==> src/rtl/adf_pkg.sv <==
// ----------------------------------------------------------------------------
// adf_pkg
// shared types, character codes and the place weight table for the
// ascii decimal to fixed point converter
// ----------------------------------------------------------------------------
package adf_pkg;

   localparam int OUT_FRAC_BITS_DEF    = 32;
   localparam int WEIGHT_FRAC_BITS_DEF = 40;
   localparam int WEIGHT_MAX_BITS      = 49;
   localparam int WIDX_BITS            = 4;
   localparam int WTAB_DEPTH           = 16;
   localparam int QUEUE_DEPTH          = 4;
   localparam int CHAR_W               = 8;
   localparam int DIGIT_W              = 9;
   localparam int VALUE_W              = 64;

   localparam logic [CHAR_W-1:0] CHAR_NUL   = 8'd0;
   localparam logic [CHAR_W-1:0] CHAR_TAB   = 8'd9;
   localparam logic [CHAR_W-1:0] CHAR_CR    = 8'd13;
   localparam logic [CHAR_W-1:0] CHAR_SPACE = 8'd32;
   localparam logic [CHAR_W-1:0] CHAR_PLUS  = 8'd43;
   localparam logic [CHAR_W-1:0] CHAR_MINUS = 8'd45;
   localparam logic [CHAR_W-1:0] CHAR_DOT   = 8'd46;
   localparam logic [CHAR_W-1:0] CHAR_ZERO  = 8'd48;

   localparam logic [VALUE_W-1:0] VALUE_MAX = {1'b0, {(VALUE_W-1){1'b1}}};
   localparam logic [VALUE_W-1:0] VALUE_MIN = {1'b1, {(VALUE_W-1){1'b0}}};

   typedef enum logic [1:0] {
      OP_NEG,
      OP_INT,
      OP_FRAC,
      OP_END
   } op_type;

   typedef struct packed {
      op_type                     op;
      logic signed [DIGIT_W-1:0]  digit;
      logic [WIDX_BITS-1:0]       widx;
   } qent_type;

   // place weights floor(2^wbits / 10^k), evaluated at elaboration
   function automatic logic [WTAB_DEPTH-1:0][WEIGHT_MAX_BITS-1:0] weight_table(
      input int wbits);
      logic [63:0]                                    v;
      logic [WTAB_DEPTH-1:0][WEIGHT_MAX_BITS-1:0]     tab;
      v = 64'd1 << wbits;
      for (int k = 0; k < WTAB_DEPTH; k++) begin
         tab[k] = v[WEIGHT_MAX_BITS-1:0];
         v      = v / 64'd10;
      end
      return tab;
   endfunction

endpackage

==> src/rtl/adf_front.sv <==
// ----------------------------------------------------------------------------
// adf_front
// accepts characters, tracks the parse phase and queues the operations
// that change the number
// ----------------------------------------------------------------------------
module adf_front (
   input  logic                          clock,
   input  logic                          reset,
   input  logic                          req_valid,
   output logic                          req_ready,
   input  logic [adf_pkg::CHAR_W-1:0]    req_char_code,
   input  logic                          q_full,
   output logic                          push,
   output adf_pkg::qent_type             push_entry
);

   typedef enum logic [3:0] {
      PH_SPACE = 4'b0001,
      PH_SIGN  = 4'b0010,
      PH_INT   = 4'b0100,
      PH_FRAC  = 4'b1000
   } phase_type;

   phase_type                        phase_ff, phase_in;
   logic [adf_pkg::WIDX_BITS-1:0]    fcnt_ff, fcnt_in, fcnt_inc;
   logic                             accept, is_space, done;
   logic signed [adf_pkg::DIGIT_W-1:0] digit;
   phase_type                        ph;

   assign req_ready = !q_full;
   assign accept    = req_valid && !q_full;
   assign is_space  = ((req_char_code >= adf_pkg::CHAR_TAB) &&
                       (req_char_code <= adf_pkg::CHAR_CR)) ||
                      (req_char_code == adf_pkg::CHAR_SPACE);
   assign digit     = $signed({1'b0, req_char_code}) - $signed({1'b0, adf_pkg::CHAR_ZERO});
   assign fcnt_inc  = (fcnt_ff == {adf_pkg::WIDX_BITS{1'b1}}) ? fcnt_ff :
                      fcnt_ff + {{(adf_pkg::WIDX_BITS-1){1'b0}}, 1'b1};

   always_comb begin
      phase_in         = phase_ff;
      fcnt_in          = fcnt_ff;
      push             = 1'b0;
      push_entry.op    = adf_pkg::OP_INT;
      push_entry.digit = digit;
      push_entry.widx  = fcnt_inc;
      ph               = phase_ff;
      done             = 1'b0;
      if (accept) begin
         if (req_char_code == adf_pkg::CHAR_NUL) begin
            push          = 1'b1;
            push_entry.op = adf_pkg::OP_END;
            ph            = PH_SPACE;
            fcnt_in       = '0;
         end else begin
            if (ph == PH_SPACE) begin
               if (is_space) begin
                  done = 1'b1;
               end else begin
                  ph = PH_SIGN;
               end
            end
            if (!done && ph == PH_SIGN) begin
               if (req_char_code == adf_pkg::CHAR_PLUS) begin
                  done = 1'b1;
               end else if (req_char_code == adf_pkg::CHAR_MINUS) begin
                  done          = 1'b1;
                  push          = 1'b1;
                  push_entry.op = adf_pkg::OP_NEG;
               end else begin
                  ph = PH_INT;
               end
            end
            if (!done && ph == PH_INT) begin
               done = 1'b1;
               if (req_char_code == adf_pkg::CHAR_DOT) begin
                  ph = PH_FRAC;
               end else begin
                  push          = 1'b1;
                  push_entry.op = adf_pkg::OP_INT;
               end
            end
            if (!done && ph == PH_FRAC) begin
               push          = 1'b1;
               push_entry.op = adf_pkg::OP_FRAC;
               fcnt_in       = fcnt_inc;
            end
         end
         phase_in = ph;
      end
   end

   always_ff @(posedge clock) begin
      if (reset) begin
         phase_ff <= PH_SPACE;
         fcnt_ff  <= '0;
      end else begin
         phase_ff <= phase_in;
         fcnt_ff  <= fcnt_in;
      end
   end

endmodule

==> src/rtl/adf_queue.sv <==
// ----------------------------------------------------------------------------
// adf_queue
// short fifo of decoded operations between the front and the back
// ----------------------------------------------------------------------------
module adf_queue (
   input  logic                clock,
   input  logic                reset,
   input  logic                push,
   input  adf_pkg::qent_type   push_entry,
   output logic                full,
   input  logic                pop,
   output adf_pkg::qent_type   head,
   output logic                avail
);

   localparam int PTR_W = $clog2(adf_pkg::QUEUE_DEPTH);

   adf_pkg::qent_type    mem_ff [adf_pkg::QUEUE_DEPTH];
   logic [PTR_W-1:0]     wr_ptr_ff, wr_ptr_in, rd_ptr_ff, rd_ptr_in;
   logic [PTR_W:0]       count_ff, count_in;

   assign full  = (count_ff == (PTR_W+1)'(adf_pkg::QUEUE_DEPTH));
   assign avail = (count_ff != '0);
   assign head  = mem_ff[rd_ptr_ff];

   always_comb begin
      wr_ptr_in = wr_ptr_ff;
      rd_ptr_in = rd_ptr_ff;
      count_in  = count_ff;
      if (push) begin
         wr_ptr_in = (wr_ptr_ff == PTR_W'(adf_pkg::QUEUE_DEPTH-1)) ? '0 :
                     wr_ptr_ff + {{(PTR_W-1){1'b0}}, 1'b1};
      end
      if (pop) begin
         rd_ptr_in = (rd_ptr_ff == PTR_W'(adf_pkg::QUEUE_DEPTH-1)) ? '0 :
                     rd_ptr_ff + {{(PTR_W-1){1'b0}}, 1'b1};
      end
      if (push && !pop) begin
         count_in = count_ff + {{PTR_W{1'b0}}, 1'b1};
      end else if (pop && !push) begin
         count_in = count_ff - {{PTR_W{1'b0}}, 1'b1};
      end
   end

   always_ff @(posedge clock) begin
      if (push) begin
         mem_ff[wr_ptr_ff] <= push_entry;
      end
   end

   always_ff @(posedge clock) begin
      if (reset) begin
         wr_ptr_ff <= '0;
         rd_ptr_ff <= '0;
         count_ff  <= '0;
      end else begin
         wr_ptr_ff <= wr_ptr_in;
         rd_ptr_ff <= rd_ptr_in;
         count_ff  <= count_in;
      end
   end

endmodule

==> src/rtl/adf_back.sv <==
// ----------------------------------------------------------------------------
// adf_back
// executes queued operations: integer accumulate with clamp, fraction
// multiply and accumulate, then result assembly, saturation and sign
// ----------------------------------------------------------------------------
module adf_back #(
   parameter int OUT_FRAC_BITS    = adf_pkg::OUT_FRAC_BITS_DEF,
   parameter int WEIGHT_FRAC_BITS = adf_pkg::WEIGHT_FRAC_BITS_DEF
) (
   input  logic                                 clock,
   input  logic                                 reset,
   input  logic                                 q_avail,
   input  adf_pkg::qent_type                    q_head,
   output logic                                 q_pop,
   output logic                                 rsp_valid,
   input  logic                                 rsp_ready,
   output logic signed [adf_pkg::VALUE_W-1:0]   rsp_value,
   output logic                                 rsp_overflow
);

   localparam int ISB = adf_pkg::VALUE_W - 1 - OUT_FRAC_BITS;
   localparam int IW  = ISB + 2;
   localparam int CW  = ISB + 6;
   localparam int WW  = WEIGHT_FRAC_BITS + 1;
   localparam int FW  = WEIGHT_FRAC_BITS + 8;
   localparam int TW  = (CW > FW) ? CW : FW;
   localparam int PW  = WW + adf_pkg::DIGIT_W + 1;
   localparam logic [adf_pkg::WTAB_DEPTH-1:0][adf_pkg::WEIGHT_MAX_BITS-1:0] WTAB =
      adf_pkg::weight_table(WEIGHT_FRAC_BITS);
   localparam logic signed [CW-1:0] INT_LIM = $signed(CW'(1) << ISB);
   localparam logic signed [TW-1:0] T_LIM   = $signed(TW'(1) << ISB);

   logic                              en;

   // stage 0: integer and sign state, fraction product
   logic signed [IW-1:0]              int_ff, int_in;
   logic                              neg_ff, neg_in, sat_ff, sat_in;
   logic signed [CW-1:0]              int_ext, int_calc;
   logic signed [IW-1:0]              int_clamp;
   logic                              clamp_hit;
   logic [WW-1:0]                     weight;
   logic signed [PW-1:0]              prod_full;

   // stage 1
   logic                              s1_valid_ff, s1_valid_in;
   adf_pkg::op_type                   s1_op_ff;
   logic signed [FW-1:0]              s1_prod_ff;
   logic signed [IW-1:0]              s1_int_ff;
   logic                              s1_neg_ff, s1_sat_ff;
   logic signed [FW-1:0]              frac_ff, frac_in;
   logic signed [FW-1:0]              frac_q;
   logic signed [FW+OUT_FRAC_BITS-1:0] frac_scaled;
   logic signed [TW-1:0]              t_sum;
   logic [adf_pkg::VALUE_W-1:0]       bits_a;
   logic                              ov_a;

   // stage 2
   logic                              s2_valid_ff, s2_valid_in;
   logic [adf_pkg::VALUE_W-1:0]       s2_bits_ff;
   logic                              s2_ov_ff, s2_neg_ff;

   // output register
   logic                              rsp_valid_ff, rsp_valid_in;
   logic [adf_pkg::VALUE_W-1:0]       rsp_value_ff, rsp_value_in;
   logic                              rsp_overflow_ff, rsp_overflow_in;

   assign en    = !rsp_valid_ff || rsp_ready;
   assign q_pop = en && q_avail;

   assign weight    = WTAB[q_head.widx][WW-1:0];
   assign prod_full = PW'(q_head.digit) * PW'($signed({1'b0, weight}));

   assign int_ext  = CW'(int_ff);
   assign int_calc = (int_ext <<< 3) + (int_ext <<< 1) + CW'(q_head.digit);

   always_comb begin
      clamp_hit = 1'b0;
      int_clamp = int_calc[IW-1:0];
      if (int_calc > INT_LIM) begin
         clamp_hit = 1'b1;
         int_clamp = INT_LIM[IW-1:0];
      end else if (int_calc < -INT_LIM) begin
         clamp_hit = 1'b1;
         int_clamp = -(INT_LIM[IW-1:0]);
      end
   end

   always_comb begin
      int_in = int_ff;
      neg_in = neg_ff;
      sat_in = sat_ff;
      if (q_pop) begin
         case (q_head.op)
            adf_pkg::OP_NEG: begin
               neg_in = !neg_ff;
            end
            adf_pkg::OP_INT: begin
               int_in = int_clamp;
               sat_in = sat_ff | clamp_hit;
            end
            adf_pkg::OP_END: begin
               int_in = '0;
               neg_in = 1'b0;
               sat_in = 1'b0;
            end
            default: begin
            end
         endcase
      end
   end

   assign s1_valid_in = en ? q_avail : s1_valid_ff;

   // result assembly
   assign frac_q      = frac_ff >>> WEIGHT_FRAC_BITS;
   assign frac_scaled = $signed({frac_ff, {OUT_FRAC_BITS{1'b0}}}) >>> WEIGHT_FRAC_BITS;
   assign t_sum       = TW'(s1_int_ff) + TW'(frac_q);

   always_comb begin
      ov_a = s1_sat_ff;
      if (t_sum >= T_LIM) begin
         bits_a = adf_pkg::VALUE_MAX;
         ov_a   = 1'b1;
      end else if (t_sum < -T_LIM) begin
         bits_a = adf_pkg::VALUE_MIN;
         ov_a   = 1'b1;
      end else begin
         bits_a = {t_sum[ISB:0], frac_scaled[OUT_FRAC_BITS-1:0]};
      end
   end

   always_comb begin
      frac_in = frac_ff;
      if (en && s1_valid_ff) begin
         case (s1_op_ff)
            adf_pkg::OP_FRAC: frac_in = frac_ff + s1_prod_ff;
            adf_pkg::OP_END:  frac_in = '0;
            default:          frac_in = frac_ff;
         endcase
      end
   end

   assign s2_valid_in = en ? (s1_valid_ff && (s1_op_ff == adf_pkg::OP_END)) : s2_valid_ff;

   // sign application
   always_comb begin
      rsp_overflow_in = s2_ov_ff;
      rsp_value_in    = s2_bits_ff;
      if (s2_neg_ff) begin
         if (s2_bits_ff == adf_pkg::VALUE_MIN) begin
            rsp_value_in    = adf_pkg::VALUE_MAX;
            rsp_overflow_in = 1'b1;
         end else begin
            rsp_value_in = {adf_pkg::VALUE_W{1'b0}} - s2_bits_ff;
         end
      end
   end

   assign rsp_valid_in = en ? s2_valid_ff : rsp_valid_ff;

   assign rsp_valid    = rsp_valid_ff;
   assign rsp_value    = $signed(rsp_value_ff);
   assign rsp_overflow = rsp_overflow_ff;

   always_ff @(posedge clock) begin
      if (en) begin
         s1_op_ff        <= q_head.op;
         s1_prod_ff      <= prod_full[FW-1:0];
         s1_int_ff       <= int_ff;
         s1_neg_ff       <= neg_ff;
         s1_sat_ff       <= sat_ff;
         s2_bits_ff      <= bits_a;
         s2_ov_ff        <= ov_a;
         s2_neg_ff       <= s1_neg_ff;
         rsp_value_ff    <= rsp_value_in;
         rsp_overflow_ff <= rsp_overflow_in;
      end
   end

   always_ff @(posedge clock) begin
      if (reset) begin
         int_ff       <= '0;
         neg_ff       <= 1'b0;
         sat_ff       <= 1'b0;
         frac_ff      <= '0;
         s1_valid_ff  <= 1'b0;
         s2_valid_ff  <= 1'b0;
         rsp_valid_ff <= 1'b0;
      end else begin
         int_ff       <= int_in;
         neg_ff       <= neg_in;
         sat_ff       <= sat_in;
         frac_ff      <= frac_in;
         s1_valid_ff  <= s1_valid_in;
         s2_valid_ff  <= s2_valid_in;
         rsp_valid_ff <= rsp_valid_in;
      end
   end

endmodule

==> src/rtl/ascii_decimal_to_fixed_point_unit.sv <==
// ----------------------------------------------------------------------------
// ascii_decimal_to_fixed_point_unit
// converts a decimal ascii string, one character per request, into a
// signed Q31.32 fixed point value with an overflow flag
// ----------------------------------------------------------------------------
// usage
//   req channel: one character per request on req_char_code (valid/ready).
//   a character of zero ends the string; only that request produces a
//   response on the rsp channel (rsp_value, rsp_overflow, valid/ready).
//   throughput: one request per cycle, sustained while rsp is taken.
//   path: the terminating request passes the queue, the execute stage, the
//   assembly stage and the output register before rsp_valid rises.
//   the front decodes into a 4-entry operation queue; when the receiver
//   stalls, the back holds its pipeline and the queue fills, and req_ready
//   drops only once the queue is full.
//   reset: synchronous; clears the parse state, the queue and the response
//   valid, leaving the block ready for a new string.
// ----------------------------------------------------------------------------
module ascii_decimal_to_fixed_point_unit #(
   parameter int OUT_FRAC_BITS    = adf_pkg::OUT_FRAC_BITS_DEF,
   parameter int WEIGHT_FRAC_BITS = adf_pkg::WEIGHT_FRAC_BITS_DEF
) (
   input  logic                                 clock,
   input  logic                                 reset,
   input  logic                                 req_valid,
   output logic                                 req_ready,
   input  logic [adf_pkg::CHAR_W-1:0]           req_char_code,
   output logic                                 rsp_valid,
   input  logic                                 rsp_ready,
   output logic signed [adf_pkg::VALUE_W-1:0]   rsp_value,
   output logic                                 rsp_overflow
);

   logic                 push, q_full, q_pop, q_avail;
   adf_pkg::qent_type    push_entry, q_head;

   adf_front u_front (
      .clock         (clock),
      .reset         (reset),
      .req_valid     (req_valid),
      .req_ready     (req_ready),
      .req_char_code (req_char_code),
      .q_full        (q_full),
      .push          (push),
      .push_entry    (push_entry)
   );

   adf_queue u_queue (
      .clock      (clock),
      .reset      (reset),
      .push       (push),
      .push_entry (push_entry),
      .full       (q_full),
      .pop        (q_pop),
      .head       (q_head),
      .avail      (q_avail)
   );

   adf_back #(
      .OUT_FRAC_BITS    (OUT_FRAC_BITS),
      .WEIGHT_FRAC_BITS (WEIGHT_FRAC_BITS)
   ) u_back (
      .clock        (clock),
      .reset        (reset),
      .q_avail      (q_avail),
      .q_head       (q_head),
      .q_pop        (q_pop),
      .rsp_valid    (rsp_valid),
      .rsp_ready    (rsp_ready),
      .rsp_value    (rsp_value),
      .rsp_overflow (rsp_overflow)
   );

endmodule
==> config.mk <==
export PLATFORM = sky130hd
export DESIGN_NAME = ascii_decimal_to_fixed_point_unit
export DESIGN_NICKNAME = d
export VERILOG_FILES = /design/src/rtl/adf_pkg.sv /design/src/rtl/adf_front.sv /design/src/rtl/adf_queue.sv /design/src/rtl/adf_back.sv /design/src/rtl/ascii_decimal_to_fixed_point_unit.sv
export SDC_FILE = /design/constraint.sdc
export NUM_CORES = 2
export LEC_CHECK = 0
export ABC_AREA = 1
export BUFFER_PORTS_ARGS = -buffer_cell sky130_fd_sc_hd__clkbuf_2
export CORE_UTILIZATION = 35
export CTS_BUF_LIST = sky130_fd_sc_hd__clkbuf_16
export DETAILED_ROUTE_END_ITERATION = 16
export HOLD_SLACK_MARGIN = 0.1
export SLEW_MARGIN = 15
export SYNTH_ARGS = -nofsm -noshare
export SYNTH_HDL_FRONTEND = slang
export SYNTH_SLANG_ARGS = --single-unit
==> constraint.sdc <==
create_clock -name clock -period 10.47 [get_ports clock]
set_input_delay 1.5705 -clock clock [delete_from_list [all_inputs] [get_ports clock]]
set_output_delay 1.5705 -clock clock [all_outputs]
set_load 0.02 [all_outputs]
# Word-level counts from Yosys, hierarchy flattened
# Memory sizes are Yosys's and may differ from the RTL's. A register that Yosys moved wholly into a read port is not among the register bits.
# Index checks and enable logic that the tools add are counted.
# classes
addsub,11
n_mul,1
order_cmp,7
eq_ne,17
mux,67
n_bitwise,1
reduce_logical,33
# op_table
op,count
2-to-1 mux 64 bit,3
case mux 48 bit (2 select lines),1
2-to-1 mux 4 bit,17
2-to-1 mux 33 bit,2
case mux 33 bit (2 select lines),1
equality test 64 bit (second input constant),1
subtractor 1 x 64 -> 64 bit (first input constant),1
adder 48 bit,1
>= comparator 48 x 33 -> 1 bit (second input constant),1
less-than comparator 48 x 32 -> 1 bit (second input constant),1
multiplier 9 x 42 -> 48 bit,1
2-to-1 mux 41 bit,1
adder 36 x 34 -> 37 bit,1
adder 37 x 9 -> 37 bit,1
greater-than comparator 37 x 33 -> 1 bit (second input constant),1
less-than comparator 37 x 32 -> 1 bit (second input constant),1
adder 33 x 8 -> 34 bit,1
equality test 8 x 6 -> 1 bit (second input constant),4
2-to-1 mux 1 bit,27
2-to-1 mux 2 bit,11
equality test 2 bit (second input constant),5
logical AND 1 bit,10
nonzero test 2 bit,5
subtractor 8 x 6 -> 9 bit (second input constant),1
other kinds (23),38
# totals
register_bits,317
mem_bits_rw,60
romBits,784
input_bits,12
out_inout_bits,67
word_cells,161
mem_count,2
# mem_list
memory,words,width,read_ports,rd_ports_with_merged_regs,wr,line_no,text
(no name shown),16,49,1,0,0,adf_back.sv:70,assign weight = WTAB[q_head.widx][WW-1:0];
u_queue.mem_ff,4,15,1,1,1,adf_queue.sv:18,adf_pkg::qent_type mem_ff [adf_pkg::QUEUE_DEPTH];

# Depth between registers and ports, before layout
# logic_depth
ltp_word,26
mapped_depth,35

# By module
# From an unflattened synthesis, not the netlist that was laid out.
# hier_totals
cells_unflattened,4432
hier_area_um2,35363.9
# by_module_without_submodules
mod,instances,cells_per_inst,area_per_inst_um2,seq_area_each_um2
adf_back,1,4101,31735.4,8207.9
adf_queue,1,205,2806.4,1981.9
adf_front,1,126,822.0,160.2

# Worst setup path after synthesis
# Ideal clock, no wire load.
# synth_timing
kind,input port to flip-flop
from,input rsp_ready
to,register u_back.frac_ff[40]
setup_time_ps,70
arrival_ps,7935
required_ps,10400
setup_slack_ps,2465
cell_stages,8
cell_sequence,nor2_1 inv_1 nand3_1 nor2_1 clkbuf_1 a21boi_0 o21ai_0 a21oi_1
# synth_via
elab_chain_len,3
# synth_lines
element,line_no,text
start: declaration,ascii_decimal_to_fixed_point_unit.sv:29,"input logic rsp_ready,"
logical OR 1 bit,adf_back.sv:67,assign en = !rsp_valid_ff || rsp_ready;
via u_back.en,adf_back.sv:33,logic en;
logical AND 1 bit,adf_back.sv:134,if (en && s1_valid_ff) begin
AND reduction 2 bit (no source line),-,
end signal: assignment,adf_back.sv:193,frac_ff <= frac_in;
end: declaration,adf_back.sv:50,"logic signed [FW-1:0] frac_ff, frac_in;"
# The timed path passes the listed nets, and every way through them passes these cells.
# A chain may end at the register's enable or synchronous reset.

==> impl_metrics.ini <==
[run_status]
status = complete, no violations

[drt]
routed_wl_um = 88630
routedWlPerCell_um = 15.49
first_iter_violations = 1935
antenna_left = 0
vias_per_cell = 4.861
vias = 27820
drc = 0
first_pass_iters = 5

[floorplanning]
die-area_um2 = 100300
fp.dieH_um = 316.6
io_pins = 79
initial_core_util_pct = 35.25
core_um2 = 98280
die_width_um = 316.6
rows = 115

[global_route]
busiest_layer = met2
gr-usage-met3_pct = 2.498
grt_max_degree = 135
grt_use_met1_pct = 25.42
grt_pass1_vias = 27270
grt.total_usage_pct = 17.84
grt-ovfl-total = 0
grt_pass1_wl_um = 144000
antenna_found_initial = 2
met2_usage_pct = 28.57

[synthesis]
synth.most_common_cell = nand2_1
yosysSeqAreaShare_pct = 29.87
ys_types = 62
yosys_most_used_dff = edfxtp_1
synth_area_leaders = edfxtp_1 (24%), fa_1 (16%), nand2_1 (11%), ha_1 (9.7%), inv_1 (6.9%)
synthCells = 4332
ys_top_cells_by_count = nand2_1 (991), inv_1 (634), nor2_1 (531), a21oi_1 (314), edfxtp_1 (276)
ys.warnings.count = 0
synth_nets = 4881
synth_top_area_share_pct = 23.92
avgSynthCellArea_um2 = 7.998
synth_area_um2 = 34650
synth-async-reset-ratio_pct = 0
synth_top_cell_by_area = edfxtp_1
ys_ff_latch = 379
synth_edf_count = 276

[layout]
nets = 4947
fillerInstances = 10100
area_growth_pct = 9.664
layout-drive-gt1-share_pct = 7.148

[sta]
clock_skew_ns = 0.03142
post-route-period-util_pct = 80.70
finalSetupTns_ns = 0
hold_viol = 0
period_needed_ns = 8.449
worst-slew-pin-transition_ns = 1.097
relSlewSlack_pct = 26.25
grt_setup_unrepaired = false
drv_slew = 0
fmax_mhz = 118.4
setup_viol_count_final = 0

[placed_design]
portBuffers = 78
post-dp-hpwl_um = 71360
gp_congestion = 0.9992

[setup_path]
cp.arrival_ns = 8.80
crit_path_start_kind = flop
crit_fanout = 31
end_kind = flop
reg2regPathDepth = 28
cpPeakStageDelay_ns = 0.92
cp_slowest_cell = o31ai_1
critical_path_required_ns = 10.82
crit_type = reg -> reg

[clocking]
htree_levels = 2
holdBufCountCts = 0
post_cts_buffers = 0
cts_resized = 0
clock_latency_ns = 0.61
clk_pin_slew_ns = 0.06
tritoncts = done
root_buffer = clkbuf_16
cts_sinks = 379
cts_buffers = 46
clk_path_buf_depth = 3

[worst_hold_path]
hold_path_class = reg -> reg
hold_depth = 0

[flow_run]
drv_cap = 0
## worst max-delay path, delay by kind of cell, from the launching register on
family                   cells  cell delay, ns
buffers and inverters        7            1.51
AO/OA/AOI/OAI                9            2.79
adder cells (fa/ha/maj)      7            2.97
AND/OR/NAND/NOR              4            0.48
XOR/XNOR                     1            0.14
flip-flops                   1            0.29
## state kept, by name (all words and copies together) (netlist names), 3 cells and up, named ones only
register and count:
u_back.int_ff 33, u_front.phase_ff 4, u_back.rsp_value 64, u_front.fcnt_ff 4
u_back.frac_ff 48, u_back.s1_prod_ff 48, u_queue.count_ff 3, u_queue.mem_ff 60
u_back.s1_int_ff 33, u_back.s2_bits_ff 64
## cells by family (layout without fill, tap and decap cells)
family          count (synthesis)  in the layout  synth area share [%]
buf+inv                       740            843                 8.324
simple gates                 1942           1942                 23.52
xor+xnor                      114            114                 2.882
other cells                     0              1                     0
mux                             1              1               0.03250
fa+ha+maj                     537            537                 25.22
compound gates                619            619                 10.14
flops                         379            379                 29.87
## final cells by class
| class | instances | area [um^2] | share of cell area, % |
|---|---|---|---|
| multi-input cells | 3213 | 21440 | 56.43 |
| clock inverters | 38 | 347.8 | 0.9155 |
| well taps | 1287 | 1610 | 4.238 |
| diodes | 1 | 2.502 | 0.006586 |
| repair buffers | 108 | 618.1 | 1.627 |
| inverters | 650 | 2447 | 6.441 |
| clock buffers | 47 | 1176 | 3.096 |
| flip-flops and latches | 379 | 10350 | 27.24 |
## layout by cell type (no fill, tap or decap), types with 9 or more instances in the layout
| cell type | Yosys | final |
|---|---|---|
| nand4_1 | 35 | 35 |
| or2_2 | 56 | 56 |
| o21a_1 | 15 | 15 |
| a21oi_2 | 12 | 12 |
| inv_1 | 634 | 642 |
| buf_4 | 6 | 31 |
| a21oi_1 | 314 | 314 |
| edfxtp_1 | 276 | 276 |
| o21ai_0 | 150 | 150 |
| dfxtp_1 | 103 | 103 |
| nand2_2 | 14 | 14 |
| nand2_1 | 991 | 991 |
| o21ai_1 | 9 | 9 |
| ha_1 | 268 | 268 |
| clkbuf_16 | 0 | 47 |
| o21bai_1 | 9 | 9 |
| clkbuf_2 | 1 | 77 |
| a21boi_0 | 27 | 27 |
| nand3b_1 | 19 | 19 |
| nor2_2 | 12 | 13 |
| xor2_1 | 70 | 70 |
| fa_1 | 269 | 269 |
| nand3_1 | 187 | 186 |
| a21o_1 | 15 | 15 |
| inv_2 | 12 | 14 |
| nor2_1 | 531 | 530 |
| clkinv_1 | 4 | 11 |
| nor4_1 | 16 | 16 |
| nand3_2 | 13 | 14 |
| nor3_1 | 45 | 45 |
| xnor2_1 | 44 | 44 |
| a31oi_1 | 22 | 22 |
## metal layers
layer,share of wire (%),wire [um]
met1,48,42970
met2,44,39320
met5,0,0
met3,5.3,4654
met4,1.9,1688
## stage by stage
stage / instance area (um^2) / setup WS [ns] / hold slack (ns) / util (%) / std cells
2_1_floorplan: 34650 / 2.465 / 0.4003 / - / 4332
3_3_place_gp: 36470 / 2.208 / 0.4216 / 37.11 / 5637
3_5_place_dp: 36470 / 2.038 / 0.4257 / 37.11 / 5637
4_1_cts: 37990 / 2.055 / 0.4395 / 38.66 / 5722
5_1_grt: 37990 / 1.432 / 0.4575 / 38.66 / 5722
6_report: 37990 / 2.021 / 0.4381 / 38.66 / 5723
## worst paths after layout
kind | start | to | slack [ns]
worst max-delay path | flop | u_back.s1_prod_ff[27] | 2.02
worst min-delay path | u_back.neg_ff | u_back.s1_neg_ff | 0.44
worst min register to register | u_back.neg_ff | u_back.s1_neg_ff | 0.44
worst max register to register | flop | u_back.s1_prod_ff[27] | 2.02
Power is not shown: default switching activity piles up to over one toggle a cycle in this logic, so the estimate is an artifact.
